<file path="config.mk">
export PLATFORM = sky130hd
export DESIGN_NAME = image_intensity_centroid
export DESIGN_NICKNAME = d
export VERILOG_FILES = /design/src/icen_pkg.sv /design/src/image_intensity_centroid.sv /design/src/icen_front.sv /design/src/icen_queue.sv /design/src/icen_div.sv /design/src/icen_back.sv
export VERILOG_INCLUDE_DIRS = /design/src /design/src/src
export SDC_FILE = /design/constraint.sdc
export NUM_CORES = 2
export LEC_CHECK = 0
export BUFFER_PORTS_ARGS = -buffer_cell sky130_fd_sc_hd__buf_2
export CAP_MARGIN = 40
export CORE_UTILIZATION = 40
export CTS_CLUSTER_DIAMETER = 30
export DETAILED_ROUTE_END_ITERATION = 16
export PLACE_DENSITY = 0.62
export SKIP_CTS_REPAIR_TIMING = 1
export SYNTH_ARGS = -nofsm -noshare
export SYNTH_HDL_FRONTEND = slang
export SYNTH_SLANG_ARGS = --single-unit
</file>
<file path="constraint.sdc">
create_clock -name i_clk -period 14.3 [get_ports i_clk]
set_input_delay 1.43 -clock i_clk [delete_from_list [all_inputs] [get_ports i_clk]]
set_output_delay 1.43 -clock i_clk [all_outputs]
set_load 0.05 [all_outputs]
</file>
<file path="src/assert_macros.svh">
// ----------------------------------------------------------------------------
// Assertion macros
// Concurrent assertion helpers for the RTL. Define ASSERT_OFF to drop
// them all.
// ----------------------------------------------------------------------------
`ifndef ASSERT_MACROS_SVH
`define ASSERT_MACROS_SVH

`ifndef ASSERT_OFF

// implication or plain property, checked on every rising edge out of reset
`define ASSERT_CLK(name, clk, rst_n, prop, msg) \
    name: assert property (@(posedge clk) disable iff (!rst_n) prop) else $error(msg);

// condition that must never be true
`define ASSERT_NEVER(name, clk, rst_n, cond, msg) \
    name: assert property (@(posedge clk) disable iff (!rst_n) !(cond)) else $error(msg);

`else

`define ASSERT_CLK(name, clk, rst_n, prop, msg)
`define ASSERT_NEVER(name, clk, rst_n, cond, msg)

`endif

`endif

</file>
<file path="src/icen_pkg.sv">
// ----------------------------------------------------------------------------
// Intensity centroid package
// Widths, register codes, shared types and the back-end state encoding.
// ----------------------------------------------------------------------------
package icen_pkg;

    localparam int SAMPLE_W      = 32;
    localparam int PIX_W         = 8;
    localparam int CFG_W         = 11;
    localparam int CFG_IDX_W     = 2;
    localparam int SUM_W         = 53;
    localparam int WSUM_W        = 63;
    localparam int FRAC_W        = 8;
    localparam int MASS_W        = 60;
    localparam int COORD_W       = 19;
    localparam int MASS_SCALE    = 255;
    localparam int CFG_SIZE_RST  = 1024;

    localparam int DEF_MAX_WIDTH  = 1024;
    localparam int DEF_MAX_HEIGHT = 1024;

    // divider: magnitude of a weighted sum shifted up by the fraction bits
    localparam int DIV_NUM_W = WSUM_W + FRAC_W;
    localparam int DIV_DEN_W = SUM_W;
    localparam int DIV_CNT_W = $clog2(DIV_NUM_W);

    // frame queue, depth must be a power of two
    localparam int QUEUE_DEPTH = 2;
    localparam int QUEUE_AW    = $clog2(QUEUE_DEPTH);

    localparam logic [CFG_IDX_W-1:0] CFG_FRAME_WIDTH  = CFG_IDX_W'(0);
    localparam logic [CFG_IDX_W-1:0] CFG_FRAME_HEIGHT = CFG_IDX_W'(1);
    localparam logic [CFG_IDX_W-1:0] CFG_SAMPLE_MODE  = CFG_IDX_W'(2);

    localparam logic MODE_U8  = 1'b0;
    localparam logic MODE_S32 = 1'b1;

    localparam logic signed [COORD_W-1:0] COORD_EMPTY = COORD_W'(-(1 << FRAC_W));

    typedef struct packed {
        logic [CFG_W-1:0] frame_width;
        logic [CFG_W-1:0] frame_height;
        logic             sample_mode;
    } t_cfg;

    typedef struct packed {
        logic                     mode;
        logic signed [SUM_W-1:0]  sum;
        logic signed [WSUM_W-1:0] wx;
        logic signed [WSUM_W-1:0] wy;
    } t_frame_sums;

    typedef struct packed {
        logic full;
        logic empty;
    } t_queue_status;

    typedef struct packed {
        logic                 start;
        logic [DIV_NUM_W-1:0] num;
        logic [DIV_DEN_W-1:0] den;
    } t_div_req;

    typedef struct packed {
        logic                 busy;
        logic                 done;
        logic [DIV_NUM_W-1:0] quo;
    } t_div_rsp;

    typedef enum logic [2:0] {
        S_IDLE,
        S_MASS,
        S_CX,
        S_CY,
        S_OUT
    } t_back_state;

endpackage

</file>
<file path="src/image_intensity_centroid.sv">
// ----------------------------------------------------------------------------
// Image intensity centroid
// Frame mass and intensity-weighted centroid of a raster pixel stream.
// ----------------------------------------------------------------------------
// Pixels enter one a beat, every cycle unless the input stalls, in raster
// order; the frame size and sample mode come from the configuration registers
// and must not change while a frame is in flight. At the last pixel of a frame
// the sums move into a two-entry queue and a back end works out the result:
// the mass by a shift-and-add reduction, then column and row centroid as two
// 71-bit divisions on one restoring divider (one quotient bit per cycle).
// Frames with at least as many pixels as the back end takes cycles per result,
// while the output is accepted, stream without a stall; smaller frames are
// held off by the input stall once the queue fills. Mass and centroid are
// signed fixed point with 8 fraction bits; an empty or negative frame gives
// found = 0 and both coordinates at -1.0.
`include "assert_macros.svh"

module image_intensity_centroid
    import icen_pkg::*;
#(
    parameter int MAX_WIDTH  = DEF_MAX_WIDTH,
    parameter int MAX_HEIGHT = DEF_MAX_HEIGHT
) (
    input  logic                       i_clk,
    input  logic                       i_rst_n,
    input  logic                       i_cfg_wr_en,
    input  logic [CFG_IDX_W-1:0]       i_cfg_index,
    input  logic [CFG_W-1:0]           i_cfg_data,
    input  logic                       i_valid,
    output logic                       o_stall,
    input  logic signed [SAMPLE_W-1:0] i_sample,
    output logic                       o_valid,
    input  logic                       i_stall,
    output logic signed [MASS_W-1:0]   o_mass,
    output logic signed [COORD_W-1:0]  o_centroid_x,
    output logic signed [COORD_W-1:0]  o_centroid_y,
    output logic                       o_found
);

    t_cfg          r_cfg;
    logic          w_push, w_pop;
    t_frame_sums   w_push_data, w_q_head;
    t_queue_status w_q_status;
    t_div_req      w_div_req;
    t_div_rsp      w_div_rsp;

    always_ff @(posedge i_clk) begin
        if (!i_rst_n) begin
            r_cfg.frame_width  <= CFG_W'(CFG_SIZE_RST);
            r_cfg.frame_height <= CFG_W'(CFG_SIZE_RST);
            r_cfg.sample_mode  <= MODE_U8;
        end else if (i_cfg_wr_en) begin
            unique case (i_cfg_index)
                CFG_FRAME_WIDTH:  r_cfg.frame_width  <= i_cfg_data;
                CFG_FRAME_HEIGHT: r_cfg.frame_height <= i_cfg_data;
                CFG_SAMPLE_MODE:  r_cfg.sample_mode  <= i_cfg_data[0];
                default: ;
            endcase
        end
    end

    icen_front #(
        .MAX_WIDTH  (MAX_WIDTH),
        .MAX_HEIGHT (MAX_HEIGHT)
    ) u_front (
        .i_clk       (i_clk),
        .i_rst_n     (i_rst_n),
        .i_cfg       (r_cfg),
        .i_valid     (i_valid),
        .i_sample    (i_sample),
        .o_stall     (o_stall),
        .i_q_full    (w_q_status.full),
        .o_push      (w_push),
        .o_push_data (w_push_data)
    );

    icen_queue u_queue (
        .i_clk       (i_clk),
        .i_rst_n     (i_rst_n),
        .i_push      (w_push),
        .i_push_data (w_push_data),
        .i_pop       (w_pop),
        .o_head      (w_q_head),
        .o_status    (w_q_status)
    );

    icen_div u_div (
        .i_clk   (i_clk),
        .i_rst_n (i_rst_n),
        .i_req   (w_div_req),
        .o_rsp   (w_div_rsp)
    );

    icen_back u_back (
        .i_clk        (i_clk),
        .i_rst_n      (i_rst_n),
        .i_q_status   (w_q_status),
        .i_q_head     (w_q_head),
        .o_pop        (w_pop),
        .o_div_req    (w_div_req),
        .i_div_rsp    (w_div_rsp),
        .o_valid      (o_valid),
        .i_stall      (i_stall),
        .o_mass       (o_mass),
        .o_centroid_x (o_centroid_x),
        .o_centroid_y (o_centroid_y),
        .o_found      (o_found)
    );

    `ASSERT_NEVER(a_push_full, i_clk, i_rst_n, w_push && w_q_status.full, "frame pushed into full queue")
    `ASSERT_NEVER(a_pop_empty, i_clk, i_rst_n, w_pop && w_q_status.empty, "pop from empty queue")
    `ASSERT_NEVER(a_div_restart, i_clk, i_rst_n, w_div_req.start && w_div_rsp.busy, "divider restarted while busy")
    `ASSERT_CLK(a_div_runs, i_clk, i_rst_n, w_div_req.start |=> w_div_rsp.busy, "divider did not start")

endmodule

</file>
<file path="src/icen_front.sv">
// ----------------------------------------------------------------------------
// Intensity centroid front end
// Takes one pixel a beat in raster order while the queue is not full, tracks
// column and row, keeps the pixel sum and the column- and row-weighted sums,
// and pushes them into the frame queue at the last pixel of a frame.
// ----------------------------------------------------------------------------
module icen_front
    import icen_pkg::*;
#(
    parameter int MAX_WIDTH  = DEF_MAX_WIDTH,
    parameter int MAX_HEIGHT = DEF_MAX_HEIGHT
) (
    input  logic                       i_clk,
    input  logic                       i_rst_n,
    input  t_cfg                       i_cfg,
    input  logic                       i_valid,
    input  logic signed [SAMPLE_W-1:0] i_sample,
    output logic                       o_stall,
    input  logic                       i_q_full,
    output logic                       o_push,
    output t_frame_sums                o_push_data
);

    localparam int COL_W = $clog2(MAX_WIDTH);
    localparam int ROW_W = $clog2(MAX_HEIGHT);
    localparam logic [CFG_W-1:0] MAX_W_C = CFG_W'(MAX_WIDTH);
    localparam logic [CFG_W-1:0] MAX_H_C = CFG_W'(MAX_HEIGHT);

    logic [COL_W-1:0]             r_col;
    logic [ROW_W-1:0]             r_row;
    logic signed [SUM_W-1:0]      r_sum, n_sum;
    logic signed [WSUM_W-1:0]     r_wx, n_wx;
    logic signed [WSUM_W-1:0]     r_wy, n_wy;

    logic signed [SAMPLE_W-1:0]   w_val;
    logic signed [SAMPLE_W+COL_W:0] w_px_col;
    logic signed [SAMPLE_W+ROW_W:0] w_px_row;
    logic [CFG_W-1:0]             w_width, w_height;
    logic                         w_col_last, w_row_last, w_accept;

    // size register: zero acts as one, anything above the maximum as the maximum
    function automatic logic [CFG_W-1:0] eff_size(input logic [CFG_W-1:0] v,
                                                  input logic [CFG_W-1:0] maxv);
        logic [CFG_W-1:0] res;
        priority if (v == '0) begin
            res = CFG_W'(1);
        end else if (v > maxv) begin
            res = maxv;
        end else begin
            res = v;
        end
        return res;
    endfunction

    assign w_width  = eff_size(i_cfg.frame_width, MAX_W_C);
    assign w_height = eff_size(i_cfg.frame_height, MAX_H_C);

    always_comb begin
        if (i_cfg.sample_mode == MODE_U8) begin
            w_val = $signed({{(SAMPLE_W-PIX_W){1'b0}}, i_sample[PIX_W-1:0]});
        end else begin
            w_val = i_sample;
        end
    end

    assign w_px_col = w_val * $signed({1'b0, r_col});
    assign w_px_row = w_val * $signed({1'b0, r_row});

    assign n_sum = r_sum + SUM_W'(w_val);
    assign n_wx  = r_wx + WSUM_W'(w_px_col);
    assign n_wy  = r_wy + WSUM_W'(w_px_row);

    assign w_col_last = (CFG_W'(r_col) + CFG_W'(1)) >= w_width;
    assign w_row_last = (CFG_W'(r_row) + CFG_W'(1)) >= w_height;

    assign o_stall  = i_q_full;
    assign w_accept = i_valid && !i_q_full;
    assign o_push   = w_accept && w_col_last && w_row_last;

    assign o_push_data.mode = i_cfg.sample_mode;
    assign o_push_data.sum  = n_sum;
    assign o_push_data.wx   = n_wx;
    assign o_push_data.wy   = n_wy;

    always_ff @(posedge i_clk) begin
        if (!i_rst_n) begin
            r_col <= '0;
            r_row <= '0;
            r_sum <= '0;
            r_wx  <= '0;
            r_wy  <= '0;
        end else if (w_accept) begin
            if (w_col_last && w_row_last) begin
                r_col <= '0;
                r_row <= '0;
                r_sum <= '0;
                r_wx  <= '0;
                r_wy  <= '0;
            end else begin
                r_sum <= n_sum;
                r_wx  <= n_wx;
                r_wy  <= n_wy;
                if (w_col_last) begin
                    r_col <= '0;
                    r_row <= r_row + ROW_W'(1);
                end else begin
                    r_col <= r_col + COL_W'(1);
                end
            end
        end
    end

endmodule

</file>
<file path="src/icen_queue.sv">
// ----------------------------------------------------------------------------
// Intensity centroid frame queue
// Short queue of finished frame sums between the front and back ends.
// ----------------------------------------------------------------------------
module icen_queue
    import icen_pkg::*;
(
    input  logic          i_clk,
    input  logic          i_rst_n,
    input  logic          i_push,
    input  t_frame_sums   i_push_data,
    input  logic          i_pop,
    output t_frame_sums   o_head,
    output t_queue_status o_status
);

    t_frame_sums         r_mem [QUEUE_DEPTH];
    logic [QUEUE_AW-1:0] r_wr_ptr, r_rd_ptr;
    logic [QUEUE_AW:0]   r_count;
    logic                w_wr, w_rd;

    assign o_status.full  = (r_count == (QUEUE_AW+1)'(QUEUE_DEPTH));
    assign o_status.empty = (r_count == '0);
    assign o_head         = r_mem[r_rd_ptr];

    assign w_wr = i_push && !o_status.full;
    assign w_rd = i_pop && !o_status.empty;

    always_ff @(posedge i_clk) begin
        if (!i_rst_n) begin
            r_wr_ptr <= '0;
            r_rd_ptr <= '0;
            r_count  <= '0;
        end else begin
            if (w_wr) begin
                r_wr_ptr <= r_wr_ptr + QUEUE_AW'(1);
            end
            if (w_rd) begin
                r_rd_ptr <= r_rd_ptr + QUEUE_AW'(1);
            end
            if (w_wr && !w_rd) begin
                r_count <= r_count + (QUEUE_AW+1)'(1);
            end else if (w_rd && !w_wr) begin
                r_count <= r_count - (QUEUE_AW+1)'(1);
            end
        end
    end

    always_ff @(posedge i_clk) begin
        if (w_wr) begin
            r_mem[r_wr_ptr] <= i_push_data;
        end
    end

endmodule

</file>
<file path="src/icen_div.sv">
// ----------------------------------------------------------------------------
// Intensity centroid divider
// Unsigned restoring divider, one quotient bit per cycle. Quotient is valid
// with the done pulse and holds until the next start.
// ----------------------------------------------------------------------------
module icen_div
    import icen_pkg::*;
(
    input  logic     i_clk,
    input  logic     i_rst_n,
    input  t_div_req i_req,
    output t_div_rsp o_rsp
);

    logic                 r_busy, r_done;
    logic [DIV_CNT_W-1:0] r_cnt;
    logic [DIV_DEN_W-1:0] r_rem, n_rem;
    logic [DIV_DEN_W-1:0] r_den;
    logic [DIV_NUM_W-1:0] r_nq;     // numerator bits shift out the top, quotient in the bottom
    logic [DIV_DEN_W:0]   w_trial;
    logic                 w_ge;

    assign w_trial = {r_rem, r_nq[DIV_NUM_W-1]};
    assign w_ge    = w_trial >= {1'b0, r_den};
    assign n_rem   = w_ge ? DIV_DEN_W'(w_trial - {1'b0, r_den}) : w_trial[DIV_DEN_W-1:0];

    assign o_rsp.busy = r_busy;
    assign o_rsp.done = r_done;
    assign o_rsp.quo  = r_nq;

    always_ff @(posedge i_clk) begin
        if (!i_rst_n) begin
            r_busy <= 1'b0;
            r_done <= 1'b0;
            r_cnt  <= '0;
        end else begin
            r_done <= 1'b0;
            if (i_req.start) begin
                r_busy <= 1'b1;
                r_cnt  <= DIV_CNT_W'(DIV_NUM_W - 1);
            end else if (r_busy) begin
                if (r_cnt == '0) begin
                    r_busy <= 1'b0;
                    r_done <= 1'b1;
                end else begin
                    r_cnt <= r_cnt - DIV_CNT_W'(1);
                end
            end
        end
    end

    always_ff @(posedge i_clk) begin
        if (i_req.start) begin
            r_rem <= '0;
            r_den <= i_req.den;
            r_nq  <= i_req.num;
        end else if (r_busy) begin
            r_rem <= n_rem;
            r_nq  <= {r_nq[DIV_NUM_W-2:0], w_ge};
        end
    end

endmodule

</file>
<file path="src/icen_back.sv">
// ----------------------------------------------------------------------------
// Intensity centroid back end
// Pops frame sums from the queue, works out the mass by a shift-and-add
// reduction and the centroid on the divider, saturates, and holds the result
// in the output register.
// ----------------------------------------------------------------------------
module icen_back
    import icen_pkg::*;
(
    input  logic                       i_clk,
    input  logic                       i_rst_n,
    input  t_queue_status              i_q_status,
    input  t_frame_sums                i_q_head,
    output logic                       o_pop,
    output t_div_req                   o_div_req,
    input  t_div_rsp                   i_div_rsp,
    output logic                       o_valid,
    input  logic                       i_stall,
    output logic signed [MASS_W-1:0]   o_mass,
    output logic signed [COORD_W-1:0]  o_centroid_x,
    output logic signed [COORD_W-1:0]  o_centroid_y,
    output logic                       o_found
);

    localparam int MASS_FULL_W = SUM_W + FRAC_W;
    localparam int SCALE_SH    = $clog2(MASS_SCALE + 1);

    t_back_state r_state, n_state;

    logic                      r_mode;
    logic signed [SUM_W-1:0]   r_sum;
    logic signed [WSUM_W-1:0]  r_wx, r_wy;
    logic signed [MASS_W-1:0]  r_mass;
    logic signed [COORD_W-1:0] r_cx, r_cy;
    logic                      r_found;

    logic                      r_out_valid;
    logic signed [MASS_W-1:0]  r_out_mass;
    logic signed [COORD_W-1:0] r_out_cx, r_out_cy;
    logic                      r_out_found;

    logic [SUM_W-1:0]          r_red, n_red;
    logic [SUM_W-1:0]          r_red_q, n_red_q;
    logic [SUM_W-1:0]          w_red_hi, w_sum_mag, w_quo255;
    logic                      w_red_done, w_red_step;

    logic                      w_found, w_set_mass, w_set_cx, w_set_cy, w_set_empty;
    logic                      w_load_out;
    logic signed [MASS_FULL_W-1:0] w_mass_full;
    logic [MASS_FULL_W-1:0]    w_mass_u8;
    logic signed [MASS_W-1:0]  w_mass;

    function automatic logic [SUM_W-1:0] sum_mag(input logic signed [SUM_W-1:0] s);
        logic [SUM_W-1:0] m;
        m = s[SUM_W-1] ? SUM_W'(-s) : SUM_W'(s);
        return m;
    endfunction

    function automatic logic [DIV_NUM_W-1:0] wsum_num(input logic signed [WSUM_W-1:0] s);
        logic [WSUM_W-1:0] m;
        m = s[WSUM_W-1] ? WSUM_W'(-s) : WSUM_W'(s);
        return DIV_NUM_W'({m, {FRAC_W{1'b0}}});
    endfunction

    // quotient magnitude to signed coordinate, saturated per sign
    function automatic logic signed [COORD_W-1:0] coord_of(input logic [DIV_NUM_W-1:0] q,
                                                           input logic neg);
        logic [COORD_W:0] v;
        logic [COORD_W-1:0] res;
        if (neg) begin
            if (q > DIV_NUM_W'(1 << (COORD_W-1))) begin
                v = (COORD_W+1)'(1 << (COORD_W-1));
            end else begin
                v = q[COORD_W:0];
            end
            res = COORD_W'(-v);
        end else begin
            if (q > DIV_NUM_W'((1 << (COORD_W-1)) - 1)) begin
                res = COORD_W'((1 << (COORD_W-1)) - 1);
            end else begin
                res = q[COORD_W-1:0];
            end
        end
        return $signed(res);
    endfunction

    assign w_found = !r_sum[SUM_W-1] && (r_sum != '0);

    // |sum|/255: 256*hi + lo = 255*hi + (hi + lo), so peel hi into the
    // quotient and fold the rest until it fits in one byte
    assign w_red_hi   = r_red >> SCALE_SH;
    assign w_red_done = (w_red_hi == '0);
    assign n_red      = w_red_hi + SUM_W'(r_red[SCALE_SH-1:0]);
    assign n_red_q    = r_red_q + w_red_hi;
    assign w_quo255   = r_red_q + {{(SUM_W-1){1'b0}}, (r_red == SUM_W'(MASS_SCALE))};
    assign w_sum_mag  = sum_mag(r_sum);

    // 8-bit mode: 256*m/255 = m + m/255, sign put back
    assign w_mass_u8 = MASS_FULL_W'(w_sum_mag) + MASS_FULL_W'(w_quo255);
    always_comb begin
        if (r_mode == MODE_S32) begin
            w_mass_full = $signed({r_sum, {FRAC_W{1'b0}}});
        end else if (r_sum[SUM_W-1]) begin
            w_mass_full = $signed(MASS_FULL_W'(-w_mass_u8));
        end else begin
            w_mass_full = $signed(w_mass_u8);
        end
    end

    always_comb begin
        unique case (w_mass_full[MASS_FULL_W-1:MASS_W-1])
            2'b01:   w_mass = $signed({1'b0, {(MASS_W-1){1'b1}}});
            2'b10:   w_mass = $signed({1'b1, {(MASS_W-1){1'b0}}});
            default: w_mass = w_mass_full[MASS_W-1:0];
        endcase
    end

    always_comb begin
        n_state     = r_state;
        o_pop       = 1'b0;
        o_div_req   = '0;
        w_red_step  = 1'b0;
        w_set_mass  = 1'b0;
        w_set_cx    = 1'b0;
        w_set_cy    = 1'b0;
        w_set_empty = 1'b0;
        w_load_out  = 1'b0;
        unique case (r_state)
            S_IDLE: begin
                if (!i_q_status.empty) begin
                    o_pop   = 1'b1;
                    n_state = S_MASS;
                end
            end
            S_MASS: begin
                if (!w_red_done) begin
                    w_red_step = 1'b1;
                end else begin
                    w_set_mass = 1'b1;
                    if (w_found) begin
                        o_div_req.start = 1'b1;
                        o_div_req.num   = wsum_num(r_wx);
                        o_div_req.den   = DIV_DEN_W'(r_sum);
                        n_state         = S_CX;
                    end else begin
                        w_set_empty = 1'b1;
                        n_state     = S_OUT;
                    end
                end
            end
            S_CX: begin
                if (i_div_rsp.done) begin
                    w_set_cx        = 1'b1;
                    o_div_req.start = 1'b1;
                    o_div_req.num   = wsum_num(r_wy);
                    o_div_req.den   = DIV_DEN_W'(r_sum);
                    n_state         = S_CY;
                end
            end
            S_CY: begin
                if (i_div_rsp.done) begin
                    w_set_cy = 1'b1;
                    n_state  = S_OUT;
                end
            end
            S_OUT: begin
                if (!r_out_valid || !i_stall) begin
                    w_load_out = 1'b1;
                    n_state    = S_IDLE;
                end
            end
            default: n_state = S_IDLE;
        endcase
    end

    always_ff @(posedge i_clk) begin
        if (!i_rst_n) begin
            r_state     <= S_IDLE;
            r_out_valid <= 1'b0;
        end else begin
            r_state <= n_state;
            if (w_load_out) begin
                r_out_valid <= 1'b1;
            end else if (!i_stall) begin
                r_out_valid <= 1'b0;
            end
        end
    end

    always_ff @(posedge i_clk) begin
        if (o_pop) begin
            r_mode  <= i_q_head.mode;
            r_sum   <= i_q_head.sum;
            r_wx    <= i_q_head.wx;
            r_wy    <= i_q_head.wy;
            r_red   <= sum_mag(i_q_head.sum);
            r_red_q <= '0;
        end else if (w_red_step) begin
            r_red   <= n_red;
            r_red_q <= n_red_q;
        end
        if (w_set_mass) begin
            r_mass  <= w_mass;
            r_found <= w_found;
        end
        if (w_set_empty) begin
            r_cx <= COORD_EMPTY;
            r_cy <= COORD_EMPTY;
        end
        if (w_set_cx) begin
            r_cx <= coord_of(i_div_rsp.quo, r_wx[WSUM_W-1]);
        end
        if (w_set_cy) begin
            r_cy <= coord_of(i_div_rsp.quo, r_wy[WSUM_W-1]);
        end
        if (w_load_out) begin
            r_out_mass  <= r_mass;
            r_out_cx    <= r_cx;
            r_out_cy    <= r_cy;
            r_out_found <= r_found;
        end
    end

    assign o_valid      = r_out_valid;
    assign o_mass       = r_out_mass;
    assign o_centroid_x = r_out_cx;
    assign o_centroid_y = r_out_cy;
    assign o_found      = r_out_found;

endmodule

</file>
==> results.tsv <==
metric	value	unit
hold_path_class	flop to flop	
synth.top_cells.by_count	inv_1 (1221), nand2_1 (937), edfxtp_1 (915)	
post_synth_instance_area	98300	µm²
ys_ff_latch	1261	
syn_nets	11286	
num_vias	73110	
setup.worst_path.end_class	flop	
leakage	47.29	nW
slowest_delay	680	ps
fin_crit	11040	ps
die_area	247700	µm²
yosys.cell_count.top_type	inv_1	
worstPathMaxFanout	27	
power.net_switching	6.319	mW
cts_buffer_depth	4	
antenna_found_initial	21	
io_buffers	150	
async_reset_ff_share	0	%
rsz0062_at_grt	no	
htreeDepth	5	
syn_area_per_cell	9.870	µm²
ys_types	90	
syn_inst	9959	
status	finished clean	
drv_slew	0	
grt_pass1_vias	76123	
drtAntennaViolNets	0	
cts-buffers-inserted	289	
tns	0	ps
worst_path_max_delay_cell	nor2_1	
wirelength	271700	µm
power.density	154.8	nW/µm²
yosys_warnings	0	
syn_to_final_growth	13.99	%
setup_viol	0	
hold_viol	0	
swShare	36.44	%
slew-limit-headroom	39.61	%
wl_per_cell	20.24	µm
crit_required	15010	ps
yosys_most_used_dff	edfxtp_1	
instances_no_fill	13420	
fin_worst_skew	80.49	ps
via_per_inst	5.448	
fmax	0.09061	GHz
worst-setup-path-type	flop to flop	
grt_pass1_wl	428200	µm
num-fill-cells	22702	
power	17.34	mW
dieHeight	497.7	µm
clock-sinks	1261	
cts_root_buf	clkbuf_16	
netlist_top_cells_area	edfxtp_1 (28%), fa_1 (16%), dfxtp_1 (7.0%)	
period_share	77.18	%
cap_violations	0	
grt_use_total	21.86	%
fin_nets	11328	
dr.first_iter.drc_count	5232	
seq_area_frac_synth	35.00	%
ir_drop	0.1691	mV
placedCellCount	12912	
synth_edf_count	915	
pwr-share-comb	33.1	%
p_seq_share	29.5	%
start_kind	flop	
synth_area_leader_cell	edfxtp_1	
tritoncts	yes	
clk_pin_slew	50	ps
worstSkewPairLatency	920	ps
first_pass_iters	7	
internal-power	11.02	mW
die_w	497.7	µm
worstMarginPinSlew	905.8	ps
power.share.clock	37.4	%
drcViolationCount	0	
start_util	40.34	%
row_count	181	
ios	151	
worstPathArrival	11740	ps
grt_max_degree	118	
grt_overflow_total	0	
dpl_cell_area	102500	µm²
stdcell_area	112000	µm²
coreArea	243700	µm²
drive_gt1_share	9.604	%
synth_top_area_share	27.95	%
post-dp-hpwl	207700	µm
gp_congestion	0.9324	
[worst max-delay path, delay by kind of cell (launching register included)]
family | cells | cell delay [ps]
and+or+nand+nor | 19 | 6840
AOI/OAI and AO/OA | 4 | 810
buffers and inverters | 4 | 930
adders and majority gates | 4 | 1450
xor gates and xnor gates | 2 | 290
DFF | 1 | 460
[cell type report]
cell class | count | area [µm²] | area share [%]
antenna | 4 | 10.01 | 0.008933
clock buffer | 333 | 7684 | 6.857
clock inverter | 171 | 1899 | 1.695
inverter | 1222 | 4597 | 4.103
multi-input combinational | 6970 | 57500 | 51.31
sequential | 1261 | 34410 | 30.71
tap | 3202 | 4006 | 3.576
timing repair buffer | 257 | 1943 | 1.734
[power groups by stage]
| stage | registers, mW | logic (mW) | clock network (mW) |
|---|---|---|---|
| 2_1_floorplan | 4.96 | 4.22 | 0 |
| 3_3_place_gp | 5.17 | 5.59 | 0 |
| 3_5_place_dp | 5.17 | 5.69 | 0 |
| 4_1_cts | 5.10 | 5.72 | 6.58 |
| 5_1_grt | 5.15 | 6.32 | 6.77 |
| 6_report | 5.12 | 5.74 | 6.48 |
[cells by family after synthesis]
logic type               Yosys count  synth area share [%]
AO/OA/AOI/OAI                   2051                 13.45
adder cells (fa/ha/maj)         1277                 22.34
XOR/XNOR                         667                 5.943
buffers and inverters           1728                 6.608
AND/OR/NAND/NOR                 2726                 13.92
multiplexers                     249                 2.741
flip-flops                      1261                 35.00
[registers in the layout, indices dropped and copies added, names as in the netlist, 60 cells and up, named ones only]
name           cells
u_back.r_wx       63
u_front.r_wy      63
u_back.r_wy       63
u_back.o_mass     60
u_queue.r_mem    360
u_div.r_nq        71
u_front.r_wx      63
u_back.r_mass     60
[cell usage in the layout, fill, tap and decap left out, types with 42 or more instances in the layout]
cell type / n
a22oi_1: 162
nand2_1: 933
buf_2: 149
nand2b_1: 60
and2_1: 204
inv_1: 1216
clkbuf_16: 294
dfxtp_1: 343
nor4_1: 62
o21a_1: 63
ha_1: 480
nor2_1: 389
and3_1: 324
a31oi_1: 48
mux2i_1: 88
xnor2_1: 400
nand4_1: 82
edfxtp_1: 915
or3_1: 58
a22o_1: 56
o21bai_1: 50
a21boi_0: 42
buf_4: 82
o31ai_1: 86
nand3_1: 147
nor2b_1: 191
a21oi_1: 458
a211oi_1: 73
a21o_1: 217
xor2_1: 267
mux2_2: 161
o21ai_0: 537
nor3_1: 112
fa_1: 794
[worst paths after layout]
check | from | endpoint | slack [ps] | cells after the start
setup / recovery | u_back.r_red[48]$_SDFFCE_PN0P_ | u_back.r_mass[40]$_DFFE_PP_ | 3260 | 33
hold / removal | u_back.r_cx[4]$_SDFFCE_PN0P_ | u_back.o_centroid_x[4]$_DFFE_PP_ | 350 | 0
setup reg to reg | u_back.r_red[48]$_SDFFCE_PN0P_ | u_back.r_mass[40]$_DFFE_PP_ | 3260 | 33
hold reg to reg | u_back.r_cx[4]$_SDFFCE_PN0P_ | u_back.o_centroid_x[4]$_DFFE_PP_ | 350 | 0
[per-stage QoR]
step,worst slack [ps],hold WS (ps),utilization [%]
2_1_floorplan,4287,400.3,-
3_3_place_gp,3025,402.5,41.81
3_5_place_dp,3291,404.5,42.05
4_1_cts,3233,348.5,45.98
5_1_grt,2507,346.5,45.98
6_report,3264,347.7,45.98
[layer usage]
layer  vias to the layer above  GRT usage [%]  routed length [µm]
met1                     36159          28.65              120700
met3                       461          3.193               14000
li1                      34454              -                   -
met5                         -              0                  13
met4                         2          8.244                9233
met2                      2034          36.42              127800
(Power assumes the default switching activity.)
